File: src/rtl/core/terminal_escape_filter_line_buffer_defines.svh
// Assertion macros for the terminal escape filter line buffer.
// Used by the modules that carry concurrent checks; needs clk and rst_n in scope.
`ifndef TERMINAL_ESCAPE_FILTER_LINE_BUFFER_DEFINES_SVH
`define TERMINAL_ESCAPE_FILTER_LINE_BUFFER_DEFINES_SVH

`ifndef SYNTH

// Condition holds at every clock edge out of reset.
`define TEFL_ASSERT(label, cond, msg) \
  label: assert property (@(posedge clk) disable iff (!rst_n) (cond)) else $error(msg);

// Consequent holds in the same cycle as the antecedent.
`define TEFL_ASSERT_IMP(label, ante, cons, msg) \
  label: assert property (@(posedge clk) disable iff (!rst_n) (ante) |-> (cons)) \
    else $error(msg);

// Consequent holds in the cycle after the antecedent.
`define TEFL_ASSERT_NXT(label, ante, cons, msg) \
  label: assert property (@(posedge clk) disable iff (!rst_n) (ante) |=> (cons)) \
    else $error(msg);

`else

`define TEFL_ASSERT(label, cond, msg)
`define TEFL_ASSERT_IMP(label, ante, cons, msg)
`define TEFL_ASSERT_NXT(label, ante, cons, msg)

`endif

`endif

File: src/rtl/core/tefl_pkg.sv
// Shared types, field widths and codes for the terminal escape filter line buffer.
// No dependencies; every RTL module refers to it by scoped names.
package tefl_pkg;

  // Default geometry
  localparam int DEF_SCREEN_LINES = 64;
  localparam int DEF_SCREEN_COLS  = 32;
  localparam int DEF_RAW_DEPTH    = 1024;

  // Port field widths
  localparam int CMD_W      = 2;
  localparam int BYTE_W     = 8;
  localparam int LINE_IDX_W = 6;
  localparam int COL_W      = 5;
  localparam int RAW_IDX_W  = 10;
  localparam int LINE_CNT_W = 7;
  localparam int CUR_COL_W  = 6;
  localparam int RAW_CNT_W  = 11;
  localparam int TOTAL_W    = 32;
  localparam int PSTATE_W   = 3;
  localparam int CELL_W     = 7;
  localparam int OP_W       = 3;

  localparam int TAB_STOP = 8;

  // Commands
  localparam logic [CMD_W-1:0] CMD_FEED_RX     = 2'd0;
  localparam logic [CMD_W-1:0] CMD_FEED_ECHO   = 2'd1;
  localparam logic [CMD_W-1:0] CMD_READ_SCREEN = 2'd2;
  localparam logic [CMD_W-1:0] CMD_READ_RAW    = 2'd3;

  // Parser states
  localparam logic [PSTATE_W-1:0] PS_NORMAL  = 3'd0;
  localparam logic [PSTATE_W-1:0] PS_ESC     = 3'd1;
  localparam logic [PSTATE_W-1:0] PS_CSI     = 3'd2;
  localparam logic [PSTATE_W-1:0] PS_OSC     = 3'd3;
  localparam logic [PSTATE_W-1:0] PS_OSC_ESC = 3'd4;
  localparam logic [PSTATE_W-1:0] PS_SWALLOW = 3'd5;

  // Byte values
  localparam logic [BYTE_W-1:0] CH_BEL      = 8'h07;
  localparam logic [BYTE_W-1:0] CH_BS       = 8'h08;
  localparam logic [BYTE_W-1:0] CH_TAB      = 8'h09;
  localparam logic [BYTE_W-1:0] CH_LF       = 8'h0A;
  localparam logic [BYTE_W-1:0] CH_CR       = 8'h0D;
  localparam logic [BYTE_W-1:0] CH_ESC      = 8'h1B;
  localparam logic [BYTE_W-1:0] CH_SPACE    = 8'h20;
  localparam logic [BYTE_W-1:0] CH_HASH     = 8'h23;
  localparam logic [BYTE_W-1:0] CH_LPAREN   = 8'h28;
  localparam logic [BYTE_W-1:0] CH_RPAREN   = 8'h29;
  localparam logic [BYTE_W-1:0] CH_FINAL_LO = 8'h40;
  localparam logic [BYTE_W-1:0] CH_LBRACKET = 8'h5B;
  localparam logic [BYTE_W-1:0] CH_BSLASH   = 8'h5C;
  localparam logic [BYTE_W-1:0] CH_RBRACKET = 8'h5D;
  localparam logic [BYTE_W-1:0] CH_TILDE    = 8'h7E;

  // Operations handed from the front to the back
  localparam logic [OP_W-1:0] OP_NOP       = 3'd0;
  localparam logic [OP_W-1:0] OP_PRINT     = 3'd1;
  localparam logic [OP_W-1:0] OP_LF        = 3'd2;
  localparam logic [OP_W-1:0] OP_CR        = 3'd3;
  localparam logic [OP_W-1:0] OP_BS        = 3'd4;
  localparam logic [OP_W-1:0] OP_TAB       = 3'd5;
  localparam logic [OP_W-1:0] OP_RD_SCREEN = 3'd6;
  localparam logic [OP_W-1:0] OP_RD_RAW    = 3'd7;

  // Decoupling queue
  localparam int QUEUE_DEPTH = 2;
  localparam int QPTR_W      = 1;
  localparam int QCNT_W      = 2;

  typedef struct packed {
    logic [OP_W-1:0]       op;
    logic                  raw_feed;
    logic [BYTE_W-1:0]     data_byte;
    logic [LINE_IDX_W-1:0] line_index;
    logic [COL_W-1:0]      column;
    logic [RAW_IDX_W-1:0]  raw_index;
    logic [PSTATE_W-1:0]   pstate;
  } entry_t;

  typedef struct packed {
    logic [BYTE_W-1:0]     read_data;
    logic [LINE_CNT_W-1:0] line_count;
    logic [CUR_COL_W-1:0]  cursor_column;
    logic [RAW_CNT_W-1:0]  raw_level;
    logic [TOTAL_W-1:0]    total_received;
    logic [PSTATE_W-1:0]   parser_state;
  } result_t;

endpackage

File: src/rtl/core/tefl_queue.sv
// Short queue of classified operations between the front and back ends.
// Depends on tefl_pkg for the entry type and depth.
module tefl_queue (
  input  logic             clk,
  input  logic             rst_n,
  input  logic             push,
  input  tefl_pkg::entry_t push_entry,
  output logic             full,
  input  logic             pop,
  output tefl_pkg::entry_t pop_entry,
  output logic             empty
);

  tefl_pkg::entry_t                mem_r [tefl_pkg::QUEUE_DEPTH];
  logic [tefl_pkg::QPTR_W-1:0]     wr_ptr_r;
  logic [tefl_pkg::QPTR_W-1:0]     rd_ptr_r;
  logic [tefl_pkg::QCNT_W-1:0]     count_r;
  logic                            do_push;
  logic                            do_pop;

  assign full      = (count_r == tefl_pkg::QCNT_W'(tefl_pkg::QUEUE_DEPTH));
  assign empty     = (count_r == '0);
  assign do_push   = push && !full;
  assign do_pop    = pop && !empty;
  assign pop_entry = mem_r[rd_ptr_r];

  always_ff @(posedge clk) begin
    if (do_push) begin
      mem_r[wr_ptr_r] <= push_entry;
    end
  end

  always_ff @(posedge clk) begin
    if (!rst_n) begin
      wr_ptr_r <= '0;
      rd_ptr_r <= '0;
      count_r  <= '0;
    end else begin
      if (do_push) begin
        wr_ptr_r <= (wr_ptr_r == tefl_pkg::QPTR_W'(tefl_pkg::QUEUE_DEPTH - 1)) ?
                    '0 : wr_ptr_r + 1'b1;
      end
      if (do_pop) begin
        rd_ptr_r <= (rd_ptr_r == tefl_pkg::QPTR_W'(tefl_pkg::QUEUE_DEPTH - 1)) ?
                    '0 : rd_ptr_r + 1'b1;
      end
      if (do_push && !do_pop) begin
        count_r <= count_r + 1'b1;
      end else if (do_pop && !do_push) begin
        count_r <= count_r - 1'b1;
      end
    end
  end

endmodule

File: config.mk
export PLATFORM = sky130hd
export DESIGN_NAME = tefl_queue
export DESIGN_NICKNAME = d
export VERILOG_FILES = /design/src/rtl/core/terminal_escape_filter_line_buffer_defines.svh /design/src/rtl/core/tefl_pkg.sv /design/src/rtl/core/tefl_queue.sv
export SDC_FILE = /design/constraint.sdc
export NUM_CORES = 1
export LEC_CHECK = 0
export ABC_AREA = 1
export BUFFER_PORTS_ARGS = -buffer_cell sky130_fd_sc_hd__buf_2
export CAP_MARGIN = 30
export CORE_MARGIN = 3
export CORE_UTILIZATION = 56
export CTS_CLUSTER_SIZE = 25
export DETAILED_ROUTE_END_ITERATION = 7
export MAX_ROUTING_LAYER = met4
export PLACE_DENSITY = 0.84
export SLEW_MARGIN = 0
export SYNTH_ARGS = -nofsm -noshare
export SYNTH_HDL_FRONTEND = slang
export SYNTH_SLANG_ARGS = --single-unit
File: constraint.sdc
create_clock -name clk -period 6.6 [get_ports clk]
set_input_delay 0.99 -clock clk [delete_from_list [all_inputs] [get_ports clk]]
set_output_delay 0.99 -clock clk [all_outputs]
set_load 0.005 [all_outputs]
==> results.cfg <==
[outcome]
status = finished, final reports clean

[global_route]
met2_usage_pct = 26.60
grt_overflow_total = 0
grt-busiest-layer = met2
grt_max_degree = 27
met1_usage_pct = 18.11
grt_pass1_wl_um = 7389
track_usage_pct = 16.45
use_met3_pct = 4.649
antenna_found_initial = 0
grt_pass1_vias = 1627

[routing]
vias = 1522
avgViaCountPerCell = 4.926
drt_wl_total_um = 4622
first_pass_iters = 4
postRouteAntennaNets = 0
drtIter0Drc = 89
routedWlPerCell_um = 14.96
drcViolationCount = 0

[power]
swShare_pct = 25.59
power_density_nw_per_um2 = 355.6
p_sw_uw = 332.3
leakage_uw = 0.001468
p_comb_share_pct = 25.2
seqPwrFrac_pct = 50.0
clkPwrFrac_pct = 24.8
p_int_uw = 966.0
irDropWorstVdd_mv = 0.2436

[placed_design]
dp_hpwl_um = 3184
gp_congestion = 0.8078
io_buffers = 77
placedCellCount = 293

[synthesis]
seq_area_frac_synth_pct = 75.49
yosys.area.top_type = edfxtp_1
avgSynthCellArea_um2 = 19.98
synth_cells = 150
syn_nets = 191
synth_warnings = 0
synth_top_area_share_pct = 72.15
ys_types = 15
synth_area_um2 = 2997
synth_area_leaders = edfxtp_1 (72%), mux2_4 (15%), dfxtp_1 (3.3%)
synth-seq-cells = 77

[timing]
slew_headroom_pct = 74.16
final.setup_skew_ps = 3.791
finalHoldViolCount = 0
worst_pin_slew_ps = 387.6
setup_viol_count_final = 0
fin_setup_tns_ps = 0
holdWs_ps = 529.5
slew_viol_final = 0
min_period_over_period_pct = 40.21
rsz0062_at_grt = false
max_freq_mhz = 376.8
min_period_ps = 2654

[clock_network]
cts-buffers-inserted = 9
clockBufferDepth = 2
insertion_delay_ps = 330
ctsHoldBuffers = 0
clk_pin_slew_ps = 70
post_cts_buffers = 0
ctsResizeCount = 0
cts.sinks = 77
cts_max_level = 3
root_buffer = clkbuf_8
cts_tree = built

[die]
die_h_um = 79.15
die_area_um2 = 6265
ios = 78
fp.dieW_um = 79.15
design.core.area_um2 = 4942
placementRows = 25
start_util_pct = 60.63

[critical_path]
ff2ff_setup_slack_ps = 5010
cp_data_arrival_time_ps = 1660
cp-endpoint = pop_entry[14]
cp_max_fo = 26
r2r_start = count_r[1]
critPathRequiredTime_ps = 5610
slowest_delay_ps = 570
reg2reg_depth = 9
start_kind = flop
crit_chain = buf_12 > mux2_2 > buf_2
cp_slowest_cell = dfxtp_2
end_kind = primary output
critPathKind = flop to primary output
r2r-end = count_r[1]

[finish]
nFillCells = 320
finalNonFillerCells = 309
multiInputGateArea_um2 = 644.4
final_util_pct = 73.87
regArea_um2 = 2263
antenna_cells = 0
synthToLayoutAreaGrowth_pct = 21.84
fin_nets = 278
drive_gt1_share_pct = 54.96

[flow_run]
drv_cap = 0

[worst_hold_path]
hp-class = flop to flop
## cell usage after synthesis
cell and number:
a21oi_1 1, buf_12 3, buf_6 1, dfxtp_1 5, edfxtp_1 72, ha_1 1, inv_1 9, mux2_2 6
mux2_4 30, nand2_1 6, nand3_1 1, nand4_1 1, nor2_1 11, o21ai_0 2, o21ai_2 1
## layer usage
metal	part of all wire (%)	up-vias	wire length, µm
li1	-	738	-
met1	40	719	1827
met2	52	57	2412
met3	6.3	8	292
met4	1.9	0	89
met5	0	-	0
## power groups by stage
stage          registers (µW)  logic (µW)  clock network [µW]
6_report                  650         327                 322
3_3_place_gp              682         287                   0
2_1_floorplan             647         234                   0
4_1_cts                   651         332                 327
5_1_grt                   658         355                 351
3_5_place_dp              662         330                   0
## layout by cell type, fill, tap and decap left out, types with 2 or more instances in the layout
master / n
mux2_2: 6
buf_12: 3
clkbuf_8: 9
nor2_1: 9
nand2_1: 6
clkinv_2: 3
edfxtp_1: 72
dfxtp_1: 4
o21ai_0: 2
inv_1: 9
mux2_4: 30
buf_2: 77
clkinv_1: 3
nor2_4: 2
## flip-flops by register name, summed over array words and instances (netlist names), named ones only
| signal | count |
|---|---|
| rd_ptr_r | 1 |
| mem_r | 72 |
| count_r | 2 |
| wr_ptr_r | 1 |
## metrics by stage
| step | total power, µW | setup slack, ps | instance area [µm²] |
|---|---|---|---|
| final | 1298 | 3946 | 3651 |
| after global routing | 1365 | 3850 | 3651 |
| after CTS | 1310 | 3916 | 3651 |
| after detailed placement | 992.2 | 4275 | 3471 |
| after global placement | 968.6 | 3963 | 3411 |
| after floorplan | 881.1 | 3595 | 2997 |
## logic make-up (layout without fill, tap and decap cells)
group,count (synthesis),after routing,synth area share [%]
flip-flops,77,77,75.49
multiplexers,36,36,17.29
buffers and inverters,13,105,3.507
adder cells (fa/ha/maj),1,1,0.4175
AND/OR/NAND/NOR,19,19,2.505
AO/OA/AOI/OAI,4,4,0.7932
## worst min-delay path by stage
stage	from	endpoint	slack [ps]	cells past startpoint
floorplan	rd_ptr_r	flop	470	2
CTS	rd_ptr_r	flop	530	2
detailed placement	rd_ptr_r	rd_ptr_r	500	2
global placement	rd_ptr_r	flop	480	2
global route	rd_ptr_r	flop	530	2
finish	rd_ptr_r	flop	530	2
## layout make-up
type / instances / share of cell area (%)
clock inverter: 7 / 1.542
multi-input combinational: 60 / 17.65
sequential: 77 / 61.99
clock buffer: 9 / 3.393
inverter: 9 / 0.9253
timing repair buffer: 80 / 12.20
tap: 67 / 2.296
## worst max-delay path: cells and delay by family (launching register included)
| kind | cells | cell delay, ps |
|---|---|---|
| buffers and inverters | 2 | 400 |
| flip-flops | 1 | 570 |
| multiplexers | 1 | 360 |
Power figures use the tool's default switching activity.
