### src/rtl/core/terminal_escape_filter_line_buffer_defines.svh
// Assertion macros for the terminal escape filter line buffer.
// Used by the modules that carry concurrent checks; needs clk and rst_n in scope.
`ifndef TERMINAL_ESCAPE_FILTER_LINE_BUFFER_DEFINES_SVH
`define TERMINAL_ESCAPE_FILTER_LINE_BUFFER_DEFINES_SVH

`ifndef SYNTH

// Condition holds at every clock edge out of reset.
`define TEFL_ASSERT(label, cond, msg) \
  label: assert property (@(posedge clk) disable iff (!rst_n) (cond)) else $error(msg);

// Consequent holds in the same cycle as the antecedent.
`define TEFL_ASSERT_IMP(label, ante, cons, msg) \
  label: assert property (@(posedge clk) disable iff (!rst_n) (ante) |-> (cons)) \
    else $error(msg);

// Consequent holds in the cycle after the antecedent.
`define TEFL_ASSERT_NXT(label, ante, cons, msg) \
  label: assert property (@(posedge clk) disable iff (!rst_n) (ante) |=> (cons)) \
    else $error(msg);

`else

`define TEFL_ASSERT(label, cond, msg)
`define TEFL_ASSERT_IMP(label, ante, cons, msg)
`define TEFL_ASSERT_NXT(label, ante, cons, msg)

`endif

`endif

### src/rtl/core/tefl_pkg.sv
// Shared types, field widths and codes for the terminal escape filter line buffer.
// No dependencies; every RTL module refers to it by scoped names.
package tefl_pkg;

  // Default geometry
  localparam int DEF_SCREEN_LINES = 64;
  localparam int DEF_SCREEN_COLS  = 32;
  localparam int DEF_RAW_DEPTH    = 1024;

  // Port field widths
  localparam int CMD_W      = 2;
  localparam int BYTE_W     = 8;
  localparam int LINE_IDX_W = 6;
  localparam int COL_W      = 5;
  localparam int RAW_IDX_W  = 10;
  localparam int LINE_CNT_W = 7;
  localparam int CUR_COL_W  = 6;
  localparam int RAW_CNT_W  = 11;
  localparam int TOTAL_W    = 32;
  localparam int PSTATE_W   = 3;
  localparam int CELL_W     = 7;
  localparam int OP_W       = 3;

  localparam int TAB_STOP = 8;

  // Commands
  localparam logic [CMD_W-1:0] CMD_FEED_RX     = 2'd0;
  localparam logic [CMD_W-1:0] CMD_FEED_ECHO   = 2'd1;
  localparam logic [CMD_W-1:0] CMD_READ_SCREEN = 2'd2;
  localparam logic [CMD_W-1:0] CMD_READ_RAW    = 2'd3;

  // Parser states
  localparam logic [PSTATE_W-1:0] PS_NORMAL  = 3'd0;
  localparam logic [PSTATE_W-1:0] PS_ESC     = 3'd1;
  localparam logic [PSTATE_W-1:0] PS_CSI     = 3'd2;
  localparam logic [PSTATE_W-1:0] PS_OSC     = 3'd3;
  localparam logic [PSTATE_W-1:0] PS_OSC_ESC = 3'd4;
  localparam logic [PSTATE_W-1:0] PS_SWALLOW = 3'd5;

  // Byte values
  localparam logic [BYTE_W-1:0] CH_BEL      = 8'h07;
  localparam logic [BYTE_W-1:0] CH_BS       = 8'h08;
  localparam logic [BYTE_W-1:0] CH_TAB      = 8'h09;
  localparam logic [BYTE_W-1:0] CH_LF       = 8'h0A;
  localparam logic [BYTE_W-1:0] CH_CR       = 8'h0D;
  localparam logic [BYTE_W-1:0] CH_ESC      = 8'h1B;
  localparam logic [BYTE_W-1:0] CH_SPACE    = 8'h20;
  localparam logic [BYTE_W-1:0] CH_HASH     = 8'h23;
  localparam logic [BYTE_W-1:0] CH_LPAREN   = 8'h28;
  localparam logic [BYTE_W-1:0] CH_RPAREN   = 8'h29;
  localparam logic [BYTE_W-1:0] CH_FINAL_LO = 8'h40;
  localparam logic [BYTE_W-1:0] CH_LBRACKET = 8'h5B;
  localparam logic [BYTE_W-1:0] CH_BSLASH   = 8'h5C;
  localparam logic [BYTE_W-1:0] CH_RBRACKET = 8'h5D;
  localparam logic [BYTE_W-1:0] CH_TILDE    = 8'h7E;

  // Operations handed from the front to the back
  localparam logic [OP_W-1:0] OP_NOP       = 3'd0;
  localparam logic [OP_W-1:0] OP_PRINT     = 3'd1;
  localparam logic [OP_W-1:0] OP_LF        = 3'd2;
  localparam logic [OP_W-1:0] OP_CR        = 3'd3;
  localparam logic [OP_W-1:0] OP_BS        = 3'd4;
  localparam logic [OP_W-1:0] OP_TAB       = 3'd5;
  localparam logic [OP_W-1:0] OP_RD_SCREEN = 3'd6;
  localparam logic [OP_W-1:0] OP_RD_RAW    = 3'd7;

  // Decoupling queue
  localparam int QUEUE_DEPTH = 2;
  localparam int QPTR_W      = 1;
  localparam int QCNT_W      = 2;

  typedef struct packed {
    logic [OP_W-1:0]       op;
    logic                  raw_feed;
    logic [BYTE_W-1:0]     data_byte;
    logic [LINE_IDX_W-1:0] line_index;
    logic [COL_W-1:0]      column;
    logic [RAW_IDX_W-1:0]  raw_index;
    logic [PSTATE_W-1:0]   pstate;
  } entry_t;

  typedef struct packed {
    logic [BYTE_W-1:0]     read_data;
    logic [LINE_CNT_W-1:0] line_count;
    logic [CUR_COL_W-1:0]  cursor_column;
    logic [RAW_CNT_W-1:0]  raw_level;
    logic [TOTAL_W-1:0]    total_received;
    logic [PSTATE_W-1:0]   parser_state;
  } result_t;

endpackage

### src/rtl/core/tefl_front.sv
// Front end: accepts input words, runs the escape parser and classifies each word
// into a back-end operation. Depends on tefl_pkg.
module tefl_front (
  input  logic                            clk,
  input  logic                            rst_n,
  input  logic                            in_push,
  input  logic [tefl_pkg::CMD_W-1:0]      in_command,
  input  logic [tefl_pkg::BYTE_W-1:0]     in_data_byte,
  input  logic [tefl_pkg::LINE_IDX_W-1:0] in_line_index,
  input  logic [tefl_pkg::COL_W-1:0]      in_column,
  input  logic [tefl_pkg::RAW_IDX_W-1:0]  in_raw_index,
  input  logic                            q_full,
  output logic                            q_push,
  output tefl_pkg::entry_t                q_entry
);

  logic [tefl_pkg::PSTATE_W-1:0] esc_state_r;
  logic [tefl_pkg::PSTATE_W-1:0] esc_state_nxt;
  logic [tefl_pkg::OP_W-1:0]     op;

  always_comb begin
    esc_state_nxt = esc_state_r;
    op            = tefl_pkg::OP_NOP;
    case (in_command)
      tefl_pkg::CMD_FEED_RX, tefl_pkg::CMD_FEED_ECHO: begin
        case (esc_state_r)
          tefl_pkg::PS_NORMAL: begin
            if (in_data_byte == tefl_pkg::CH_ESC) begin
              esc_state_nxt = tefl_pkg::PS_ESC;
            end else if (in_data_byte >= tefl_pkg::CH_SPACE &&
                         in_data_byte <= tefl_pkg::CH_TILDE) begin
              op = tefl_pkg::OP_PRINT;
            end else begin
              case (in_data_byte)
                tefl_pkg::CH_LF:  op = tefl_pkg::OP_LF;
                tefl_pkg::CH_CR:  op = tefl_pkg::OP_CR;
                tefl_pkg::CH_BS:  op = tefl_pkg::OP_BS;
                tefl_pkg::CH_TAB: op = tefl_pkg::OP_TAB;
                default:          op = tefl_pkg::OP_NOP;
              endcase
            end
          end
          tefl_pkg::PS_ESC: begin
            if (in_data_byte == tefl_pkg::CH_LBRACKET) begin
              esc_state_nxt = tefl_pkg::PS_CSI;
            end else if (in_data_byte == tefl_pkg::CH_RBRACKET) begin
              esc_state_nxt = tefl_pkg::PS_OSC;
            end else if (in_data_byte == tefl_pkg::CH_LPAREN ||
                         in_data_byte == tefl_pkg::CH_RPAREN ||
                         in_data_byte == tefl_pkg::CH_HASH) begin
              esc_state_nxt = tefl_pkg::PS_SWALLOW;
            end else begin
              esc_state_nxt = tefl_pkg::PS_NORMAL;
            end
          end
          tefl_pkg::PS_CSI: begin
            if (in_data_byte >= tefl_pkg::CH_FINAL_LO &&
                in_data_byte <= tefl_pkg::CH_TILDE) begin
              esc_state_nxt = tefl_pkg::PS_NORMAL;
            end
          end
          tefl_pkg::PS_OSC: begin
            if (in_data_byte == tefl_pkg::CH_BEL) begin
              esc_state_nxt = tefl_pkg::PS_NORMAL;
            end else if (in_data_byte == tefl_pkg::CH_ESC) begin
              esc_state_nxt = tefl_pkg::PS_OSC_ESC;
            end
          end
          tefl_pkg::PS_OSC_ESC: begin
            esc_state_nxt = (in_data_byte == tefl_pkg::CH_BSLASH) ?
                            tefl_pkg::PS_NORMAL : tefl_pkg::PS_OSC;
          end
          default: begin
            // swallow one byte after ESC ( ) #
            esc_state_nxt = tefl_pkg::PS_NORMAL;
          end
        endcase
      end
      tefl_pkg::CMD_READ_SCREEN: op = tefl_pkg::OP_RD_SCREEN;
      default:                   op = tefl_pkg::OP_RD_RAW;
    endcase
  end

  assign q_push = in_push && !q_full;

  always_comb begin
    q_entry.op         = op;
    q_entry.raw_feed   = (in_command == tefl_pkg::CMD_FEED_RX);
    q_entry.data_byte  = in_data_byte;
    q_entry.line_index = in_line_index;
    q_entry.column     = in_column;
    q_entry.raw_index  = in_raw_index;
    q_entry.pstate     = esc_state_nxt;
  end

  always_ff @(posedge clk) begin
    if (!rst_n) begin
      esc_state_r <= tefl_pkg::PS_NORMAL;
    end else if (q_push) begin
      esc_state_r <= esc_state_nxt;
    end
  end

endmodule

### config.mk
export PLATFORM = sky130hd
export DESIGN_NAME = tefl_front
export DESIGN_NICKNAME = d
export VERILOG_FILES = /design/src/rtl/core/terminal_escape_filter_line_buffer_defines.svh /design/src/rtl/core/tefl_pkg.sv /design/src/rtl/core/tefl_front.sv
export SDC_FILE = /design/constraint.sdc
export NUM_CORES = 1
export LEC_CHECK = 0
export BUFFER_PORTS_ARGS = -buffer_cell sky130_fd_sc_hd__buf_2
export CELL_PAD_IN_SITES_DETAIL_PLACEMENT = 1
export CELL_PAD_IN_SITES_GLOBAL_PLACEMENT = 1
export CORE_AREA = 5 5 66 68
export DETAILED_ROUTE_END_ITERATION = 10
export DIE_AREA = 0 0 71 73
export GPL_TIMING_DRIVEN = 1
export PLACE_DENSITY = 0.75
export SYNTH_ARGS = -nofsm -noshare
export SYNTH_HDL_FRONTEND = slang
export SYNTH_SLANG_ARGS = --single-unit
### constraint.sdc
create_clock -name clk -period 2.3 [get_ports clk]
set_clock_uncertainty 0.15 [all_clocks]
set_input_delay 0.46 -clock clk [delete_from_list [all_inputs] [get_ports clk]]
set_output_delay 0.46 -clock clk [all_outputs]
set_load 0.05 [all_outputs]
==> out/metrics.yaml, run 1 <==
synth_area_sq_um: 885.9
route.detailed.drc: 0
die_w_um: 71
cts_max_level: 1
power_density_mw_per_mm2: 289.6
ys_types: 49
grt_max_degree: 12
fmax_ghz: 0.4070
worstPathRequired_ns: 1.69
hpwl_um: 2617
grt_pass1_vias: 1053
arrival_ns: 1.85
cts_inserted_buffers: 3
top_register: "esc_state_r"
grt_antenna_before_repair: 0
syn2layout_area_growth_pct: 49.72
wire_per_inst_um: 16.50
clk_latency_ns: 0.21
dieArea_sq_mm: 0.005183
report.final.slew_viol_count: 0
drt_pass1_iterations: 4
overflow: 0
hold_class: "in -> reg"
startpoint_type: "register"
gp_congestion: 0.8206
ys_ff_latch: 3
cts-root-buf: "clkbuf_8"
rr_startpoint: "esc_state_r[0]$_SDFFE_PN0P_"
drt_iter0_markers: 46
synth_area_per_cell_sq_um: 7.839
yosys_warnings: 0
critical_path_class: "reg -> out"
grt.total_usage_pct: 12.08
largest_register_ffs: 3
synth_cells: 113
clockBufferDepth: 2
hold_viol_final: 0
design_area_sq_mm: 0.001326
die_h_um: 73
num_rows: 23
met3_length_um: 243
synth-seq-area-share_pct: 6.780
dpl_cell_area_sq_mm: 0.001114
clk_pin_slew_worst_paths_ns: 0.03
routed-wl-met2_um: 1722
worstSetupStartpoint: "esc_state_r[2]$_SDFFE_PN0P_"
start_util_pct: 23.32
synth-edff-count: 0
holdWs_ns: 0.3830
highest_layer: "met4"
status: "complete, but fails checks"
crit_fanout: 2
coreArea_sq_mm: 0.003799
synth_fp_nets: 148
violations: "negative setup slack"
drive_gt1_share_pct: 62.50
fin_crit_ns: 2.457
instances_no_fill: 194
cap_violations: 0
peakVddDrop_mv: 0.1417
totalWireLength_um: 3201
portBuffers: 29
insertedDiodeCount: 0
grt_pass1_wl_um: 5064
slew_headroom_pct: 73.13
hold_buffers: 0
via_count: 955
setup_ws_ns: -0.1567
cts_sinks: 3
async_reset_ff_share_pct: 0
worstMarginPinSlew_ns: 0.4012
power_mw: 0.3841
met1Wirelength_um: 1228
io_pins: 72
power.leakage_nw: 0.5422
synth-main-ff-cell: "dfxtp_1"
hp-start: "rst_n"
endpoint_kind: "output pin"
setup_viol: 6
antenna_left: 0
via_per_inst: 4.923
reg.largest.list: "esc_state_r: 3 flops"
cts_tree: "done"
fin_nets: 180
post-route-period-util_pct: 106.8
dp.cells: 186
rsz0062_at_grt: "yes"
-- layout by cell type (no fill, tap or decap), types with 3 or more instances in the layout --
master and count:
buf_4 32, buf_2 18, nor2_1 7, nand2_1 5
buf_6 5, buf_8 4, inv_1 3, a21oi_1 3
nand3_1 3, clkbuf_8 3
-- power by group --
group          switching, mW  internal, mW
sequential        0.00000431        0.0524
combinational          0.108        0.0708
clock                 0.0345         0.118
total                  0.143         0.241
-- per-stage QoR --
step / TNS, ns / util (%) / setup WS [ns]
6_report: -0.5814 / 34.91 / -0.1567
2_1_floorplan: -0.2118 / - / -0.1511
5_1_grt: -0.8236 / 34.91 / -0.2242
3_3_place_gp: -1.116 / 29.31 / -0.2340
3_5_place_dp: -1.302 / 29.31 / -0.2656
4_1_cts: -0.5986 / 33.10 / -0.1675
-- worst paths after layout --
check	cells past startpoint	slack [ns]	end
max reg2reg	7	0.34	esc_state_r[1]$_SDFFE_PN0P_
min	2	0.38	esc_state_r[1]$_SDFFE_PN0P_
min reg2reg	3	0.51	esc_state_r[0]$_SDFFE_PN0P_
max	5	-0.16	q_entry[0]
-- worst max-delay path, cell delays in order (launching register included) --
cell and delay (ns):
dfxtp_1 0.30, or3b_4 0.42, a2111oi_4 0.42, a211oi_2 0.13, o211ai_4 0.18, buf_6 0.18
-- synthesized netlist by cell type, types with 2 or more instances --
cell type,number,share of area [%]
o211ai_2,2,2.8
buf_6,3,3.8
inv_1,3,1.3
nor2_1,7,3.0
a211o_1,2,2.0
buf_4,29,25
dfxtp_1,3,6.8
nor3_1,2,1.1
o21ai_0,3,1.7
or3_1,2,1.4
nor2b_1,2,1.4
nand3_1,4,2.3
a21oi_1,5,2.8
nand3b_1,2,1.7
nor3b_1,2,1.7
nand2_1,5,2.1
and3_1,2,1.4
nor4bb_1,3,3.4
nand2b_1,2,1.4
-- logic make-up after synthesis --
family,after synthesis,share of synthesized area (%)
buffers and inverters,36,30.23
flip-flops,3,6.780
multiplexers,1,1.130
AND/OR/NAND/NOR,45,33.19
AO/OA/AOI/OAI,27,27.68
XOR/XNOR,1,0.9889
-- metal layers --
metal,up-vias,global-route usage [%]
met3,2,4.545
met1,463,12.98
met5,-,0
met4,0,2.505
li1,454,-
met2,36,22.55
-- cell type report --
type | count | area, sq um
multi-input cells | 74 | 691.9
well taps | 50 | 62.56
flip-flops and latches | 3 | 61.31
repair buffers | 60 | 454.2
fillers | 477 | 2472
clock buffers | 4 | 45.04
inverters | 3 | 11.26
-- repair_timing --
| item | CTS | global route |
|---|---|---|
| setup buffers | 2 | 2 |
| gates resized for setup | 24 | 13 |
| setup endpoints to repair | 6 | 6 |
| pin swaps | 6 | 8 |
| cloned | 0 | 0 |
No activity file was read; power rests on OpenSTA's default activity.
==> inputs of run 2 (changes only) <==
- RECOVER_POWER: unset -> 50
- clock period: 2.3 -> 2.5 ns (I/O delays scaled with it)
==> run 2 against run 1 <==
Net effect: the run still ends with negative setup slack left; clock power is 5% lower; sequential power is 8.0% lower; wire length is 9.5% lower; critical path depth is 1 higher; clock-buffer cell count stayed put; combinational power is 18% lower; setup slack better by 0.079 ns; die area stayed put; critical path type is now in -> out; final area is 13% lower.
==> out/metrics.yaml, run 2 (same netlist as run 1, synthesis figures left out) <==
status: "complete, but fails checks"
violations: "negative setup slack"
hold_viol_final: 0  # unchanged
cts-root-buf: "clkbuf_8"
power.internal_mw: 0.2116  # -12%
post-route-period-util_pct: 103.1
startpoint_type: "primary input"
cts_tree: "done"
totalWireLength_um: 2896  # -9.5%
switching_share_pct: 37.78  # +0.62 points
drt_pass1_iterations: 4  # unchanged
grt_max_degree: 11  # -1
combPwrFrac_pct: 42.8  # -3.8 points
final_cell_mix: "23 x buf_4, 21 x buf_2, 7 x nor2_1"
use_met3_pct: 2.479  # -2.1 points
reg.largest.list: "esc_state_r: 3 flops"
drt_iter0_markers: 28  # -39%
rrSetupSlack_ns: 0.61  # +0.27 ns
die_h_um: 73  # unchanged
setup_ws_ns: -0.07804  # +0.07870 ns
portBuffers: 29  # unchanged
crit_chain: "buf_8 > or3_4 > a2111oi_4 > a211oi_2 > o211ai_2 > buf_6"
io_pins: 72  # unchanged
cts_max_level: 1  # unchanged
route.detailed.drc: 0  # unchanged
grt.total_usage_pct: 10.24  # -1.8 points
rsz0062_at_grt: "yes"
insertedDiodeCount: 0  # unchanged
cp_top_family: "compound AO/OA/AOI/OAI gates"
slew_headroom_pct: 59.06  # -14 points
worst-path-buf-inv: 2  # +1
grt_pass1_wl_um: 4291  # -15%
grt_pass1_vias: 933  # -11%
clk_latency_ns: 0.22  # about the same
overflow: 0  # unchanged
via_count: 912  # -4.5%
power.leakage_nw: 0.4809  # -11%
via_per_inst: 4.930  # +0.14%
dpl_cell_area_sq_mm: 0.001037  # -6.9%
drive_gt1_share_pct: 54.07  # -8.4 points
fin_crit_ns: 2.578
report.final.slew_viol_count: 0  # unchanged
clockBufferDepth: 2  # unchanged
grt_util_met1_pct: 11.97  # -1.0 points
worstMarginPinSlew_ns: 0.6076  # +0.2064 ns
clk_pin_slew_worst_paths_ns: 0.03  # about the same
start_util_pct: 23.32  # unchanged
setup_viol: 3  # -3
largest_register_ffs: 3  # unchanged
max_stage_delay_ns: 0.41  # about the same
hold_buffers: 0  # unchanged
top_register: "esc_state_r"
cts_sinks: 3  # unchanged
critical_path_class: "in -> out"
power_density_mw_per_mm2: 294.8  # +1.8%
hpwl_um: 2245  # -14%
dieArea_sq_mm: 0.005183  # unchanged
p_sw_mw: 0.1285  # -10%
crit_slowest_cell: "or3_4"
syn2layout_area_growth_pct: 30.23
peakVddDrop_mv: 0.06012  # -58%
gp_congestion: 0.8666  # +5.6%
antenna_left: 0  # unchanged
final_common_cell: "buf_4"
power.share.clock_pct: 43.0  # +3.3 points
fmax_ghz: 0.3879
num_rows: 23  # unchanged
use_met2_pct: 18.33  # -4.2 points
hold_class: "in -> reg"
crit_fanout: 3  # +1
seq_power_share_pct: 14.2  # +0.6 points
worstPathRequired_ns: 1.85  # +0.16 ns
final_util_pct: 30.37  # -4.5 points
die_w_um: 71  # unchanged
cts_inserted_buffers: 3  # unchanged
endpoint_kind: "output pin"
grt_antenna_before_repair: 0  # unchanged
design_area_sq_mm: 0.001154  # -13%
cap_violations: 0  # unchanged
wire_per_inst_um: 15.65  # -5.1%
gr-max-usage-layer: "met2"
coreArea_sq_mm: 0.003799  # unchanged
arrival_ns: 1.93  # +0.08 ns
fin_nets: 171  # -5.0%
run 2: final cells by class:
type | instances | area [sq um]
fill | 488 | 2645
multi-input combinational | 74 | 601.8
timing repair buffer | 51 | 372.9
sequential | 3 | 60.06
inverter | 3 | 11.26
tap | 50 | 62.56
clock buffer | 4 | 45.04
run 2: per-stage QoR:
step,power [mW],std cells,setup slack (ns),TNS [ns],hold WS [ns]
floorplan,0.2330,113,-0.09913,-0.2596,0.3680
CTS,0.3381,184,-0.06184,-0.1498,0.4159
global placement,0.1840,180,-0.08281,-0.2175,0.5150
detailed placement,0.1857,180,-0.1107,-0.2907,0.5223
global route,0.3556,185,-0.1292,-0.2822,0.4314
finish,0.3401,185,-0.07804,-0.1429,0.4164
run 2: routing by layer:
layer  share of wire (%)  routed length, um
met1                  41               1182
met2                  51               1486
met3                 6.9                199
met4                0.93                 27
met5                   0                  0
run 2: worst paths after layout:
check                                                  from                          end  cells past startpoint
worst max-delay path                        in_data_byte[6]                   q_entry[0]                      6
worst min-delay path                                  rst_n  esc_state_r[1]$_SDFFE_PN0P_                      2
worst max register to register  esc_state_r[2]$_SDFFE_PN0P_  esc_state_r[1]$_SDFFE_PN0P_                      6
worst min register to register  esc_state_r[2]$_SDFFE_PN0P_  esc_state_r[2]$_SDFFE_PN0P_                      3
run 2: power by group through the flow:
stage | Sequential [mW] | Clock, mW | Combinational (mW)
3_5_place_dp | 0.0489 | 0 | 0.137
2_1_floorplan | 0.0489 | 0 | 0.184
3_3_place_gp | 0.0489 | 0 | 0.135
5_1_grt | 0.0482 | 0.153 | 0.154
6_report | 0.0482 | 0.146 | 0.146
4_1_cts | 0.0482 | 0.146 | 0.144
run 2: what timing repair did:
item,4_1_cts,5_1_grt
pin swaps,3,6
hold endpoints to repair,0,0
setup buffers,0,1
setup endpoints to repair,5,6
gates resized for setup,16,5
==> inputs of run 3 (changes only) <==
- CTS_CLUSTER_SIZE: unset -> 28
- PLACE_DENSITY: 0.75 -> unset
- PLACE_DENSITY_LB_ADDON: unset -> 0.12
==> run 3 against run 2 <==
Net effect: the run now ends clean; critical path depth is the same; utilization increased by 2.8 points; global-route usage increased by 1.9 points; combinational power up 8%; register-to-register slack worse by 0.11 ns; first-iteration DRC count rose by 71%; sequential cell count unchanged; fmax increased by 4.2%; setup slack improved by 0.10 ns; clock-buffer cell count stayed put; wire length rose by 13%; non-clock buffer count rose by 8; critical path type unchanged; largest power group unchanged; highest routed layer unchanged.
==> out/metrics.yaml, run 3 (same netlist as run 1, synthesis figures left out) <==
io_pins: 72  # unchanged
drt_pass1_iterations: 4  # unchanged
reg.largest.list: "esc_state_r: 3 flops"
status: "finished, final reports clean"
worst-path-buf-inv: 2  # unchanged
grt_pass1_wl_um: 4995  # +16%
power.internal_mw: 0.2187  # +3.3%
setup_tns_ns: 0  # +0.1429 ns
clockBufferDepth: 2  # unchanged
hold_buffers: 0  # unchanged
top_register: "esc_state_r"
syn2layout_area_growth_pct: 42.09
via_per_inst: 4.886  # -0.89%
dp_slack_ns: -0.1369  # -0.02626 ns
holdWs_ns: 0.4194  # +0.002914 ns
crit_slowest_cell: "or3_4"
cts_sinks: 3  # unchanged
coreArea_sq_mm: 0.003799  # unchanged
via_count: 943  # +3.4%
fill_cells: 465  # -4.7%
cap_violations: 0  # unchanged
dieArea_sq_mm: 0.005183  # unchanged
power_mw: 0.3437  # +1.1%
critical_path_class: "in -> out"
die_w_um: 71  # unchanged
worstPathRequired_ns: 1.85  # about the same
report.final.slew_viol_count: 0  # unchanged
overflow: 0  # unchanged
crit_fanout: 7  # +4
hpwl_um: 2601  # +16%
switching_share_pct: 36.38  # -1.4 points
num_rows: 23  # unchanged
setup_viol: 0  # -3
slew_headroom_pct: 73.22  # +14 points
largest_register_ffs: 3  # unchanged
endpoint_kind: "output pin"
cts_tree: "done"
drive_gt1_share_pct: 62.24  # +8.2 points
final_common_cell: "buf_4"
r2r_cells: 7  # +1
gp_congestion: 0.8404  # -3.0%
die_h_um: 73  # unchanged
fin_crit_ns: 2.475  # -0.1033 ns
startpoint_type: "primary input"
cp.depth: 6  # unchanged
dp.cells: 184  # +2.2%
crit_chain: "buf_8 > or2_4 > or3_4 > and2_4 > a211o_1 > buf_6"
grt_max_degree: 11  # unchanged
cp_top_family: "simple AND/OR/NAND/NOR gates"
fin_nets: 179  # +4.7%
post-route-period-util_pct: 98.99  # -4.1 points
antenna_left: 0  # unchanged
instances_no_fill: 193  # +4.3%
grt_pass1_vias: 988  # +5.9%
combPwrFrac_pct: 45.6  # +2.8 points
p_sw_mw: 0.1251  # -2.7%
hold_viol_final: 0  # unchanged
setup_ws_ns: 0.02527  # +0.1033 ns
insertedDiodeCount: 0  # unchanged
clk_pin_slew_worst_paths_ns: 0.03  # about the same
totalWireLength_um: 3261  # +13%
power.leakage_nw: 0.5291  # +10%
rsz0062_at_grt: "yes"
route.detailed.drc: 0  # unchanged
arrival_ns: 1.82  # -0.11 ns
portBuffers: 29  # unchanged
start_util_pct: 23.32  # unchanged
power.share.clock_pct: 40.4  # -2.6 points
cts_max_level: 1  # unchanged
final_cell_mix: "31 x buf_4, 17 x buf_2, 9 x buf_6"
power_density_mw_per_mm2: 273.1  # -7.4%
wire_per_inst_um: 16.90  # +7.9%
worstMarginPinSlew_ns: 0.3975  # -0.2101 ns
grt.total_usage_pct: 12.14  # +1.9 points
min_path_cells: 2  # unchanged
clk_latency_ns: 0.21  # about the same
grt_antenna_before_repair: 0  # unchanged
cts_inserted_buffers: 3  # unchanged
cts-root-buf: "clkbuf_8"
max_stage_delay_ns: 0.38  # -0.03 ns
fmax_ghz: 0.4041  # +4.2%
peakVddDrop_mv: 0.1005  # +67%
drt_iter0_markers: 48  # +71%
seq_power_share_pct: 14.0  # -0.2 points
hold_class: "in -> reg"
## run 3: metal layers
layer | GRT usage (%) | share of wire [%] | vias up
met5 | 0 | 0 | -
met4 | 2.714 | 0.12 | 0
met3 | 2.066 | 5.1 | 2
met2 | 22.66 | 53 | 41
met1 | 14.44 | 42 | 451
li1 | - | - | 449
## run 3: worst paths after layout
check / from / end / slack, ns
worst max-delay path: in_data_byte[6] / q_entry[1] / 0.03
worst min register to register: esc_state_r[2]$_SDFFE_PN0P_ / esc_state_r[2]$_SDFFE_PN0P_ / 0.50
worst min-delay path: rst_n / esc_state_r[1]$_SDFFE_PN0P_ / 0.42
worst max register to register: esc_state_r[0]$_SDFFE_PN0P_ / esc_state_r[1]$_SDFFE_PN0P_ / 0.50
## run 3: repair_timing
item	in CTS	in global routing
pin swaps	1	10
resized for setup	17	20
setup endpoints to repair	5	6
setup buffers	1	4
## run 3: layout make-up
cell class | instances | area, sq um | area share, %
flip-flops and latches | 3 | 63.81 | 5.070
well taps | 50 | 62.56 | 4.970
inverters | 3 | 11.26 | 0.8946
repair buffers | 59 | 441.7 | 35.09
multi-input cells | 74 | 634.4 | 50.40
clock buffers | 4 | 45.04 | 3.579
## run 3: metrics by stage
stage / area (sq um) / utilization, %
2_1_floorplan: 915.9 / -
3_3_place_gp: 1055 / 27.77
3_5_place_dp: 1055 / 27.77
4_1_cts: 1165 / 30.67
5_1_grt: 1259 / 33.14
6_report: 1259 / 33.14
## run 3: power by group through the flow
stage	logic, mW	clock network, mW	registers [mW]
3_3_place_gp	0.139	0	0.0489
6_report	0.157	0.139	0.0482
5_1_grt	0.167	0.148	0.0482
2_1_floorplan	0.184	0	0.0489
4_1_cts	0.149	0.144	0.0482
3_5_place_dp	0.140	0	0.0489
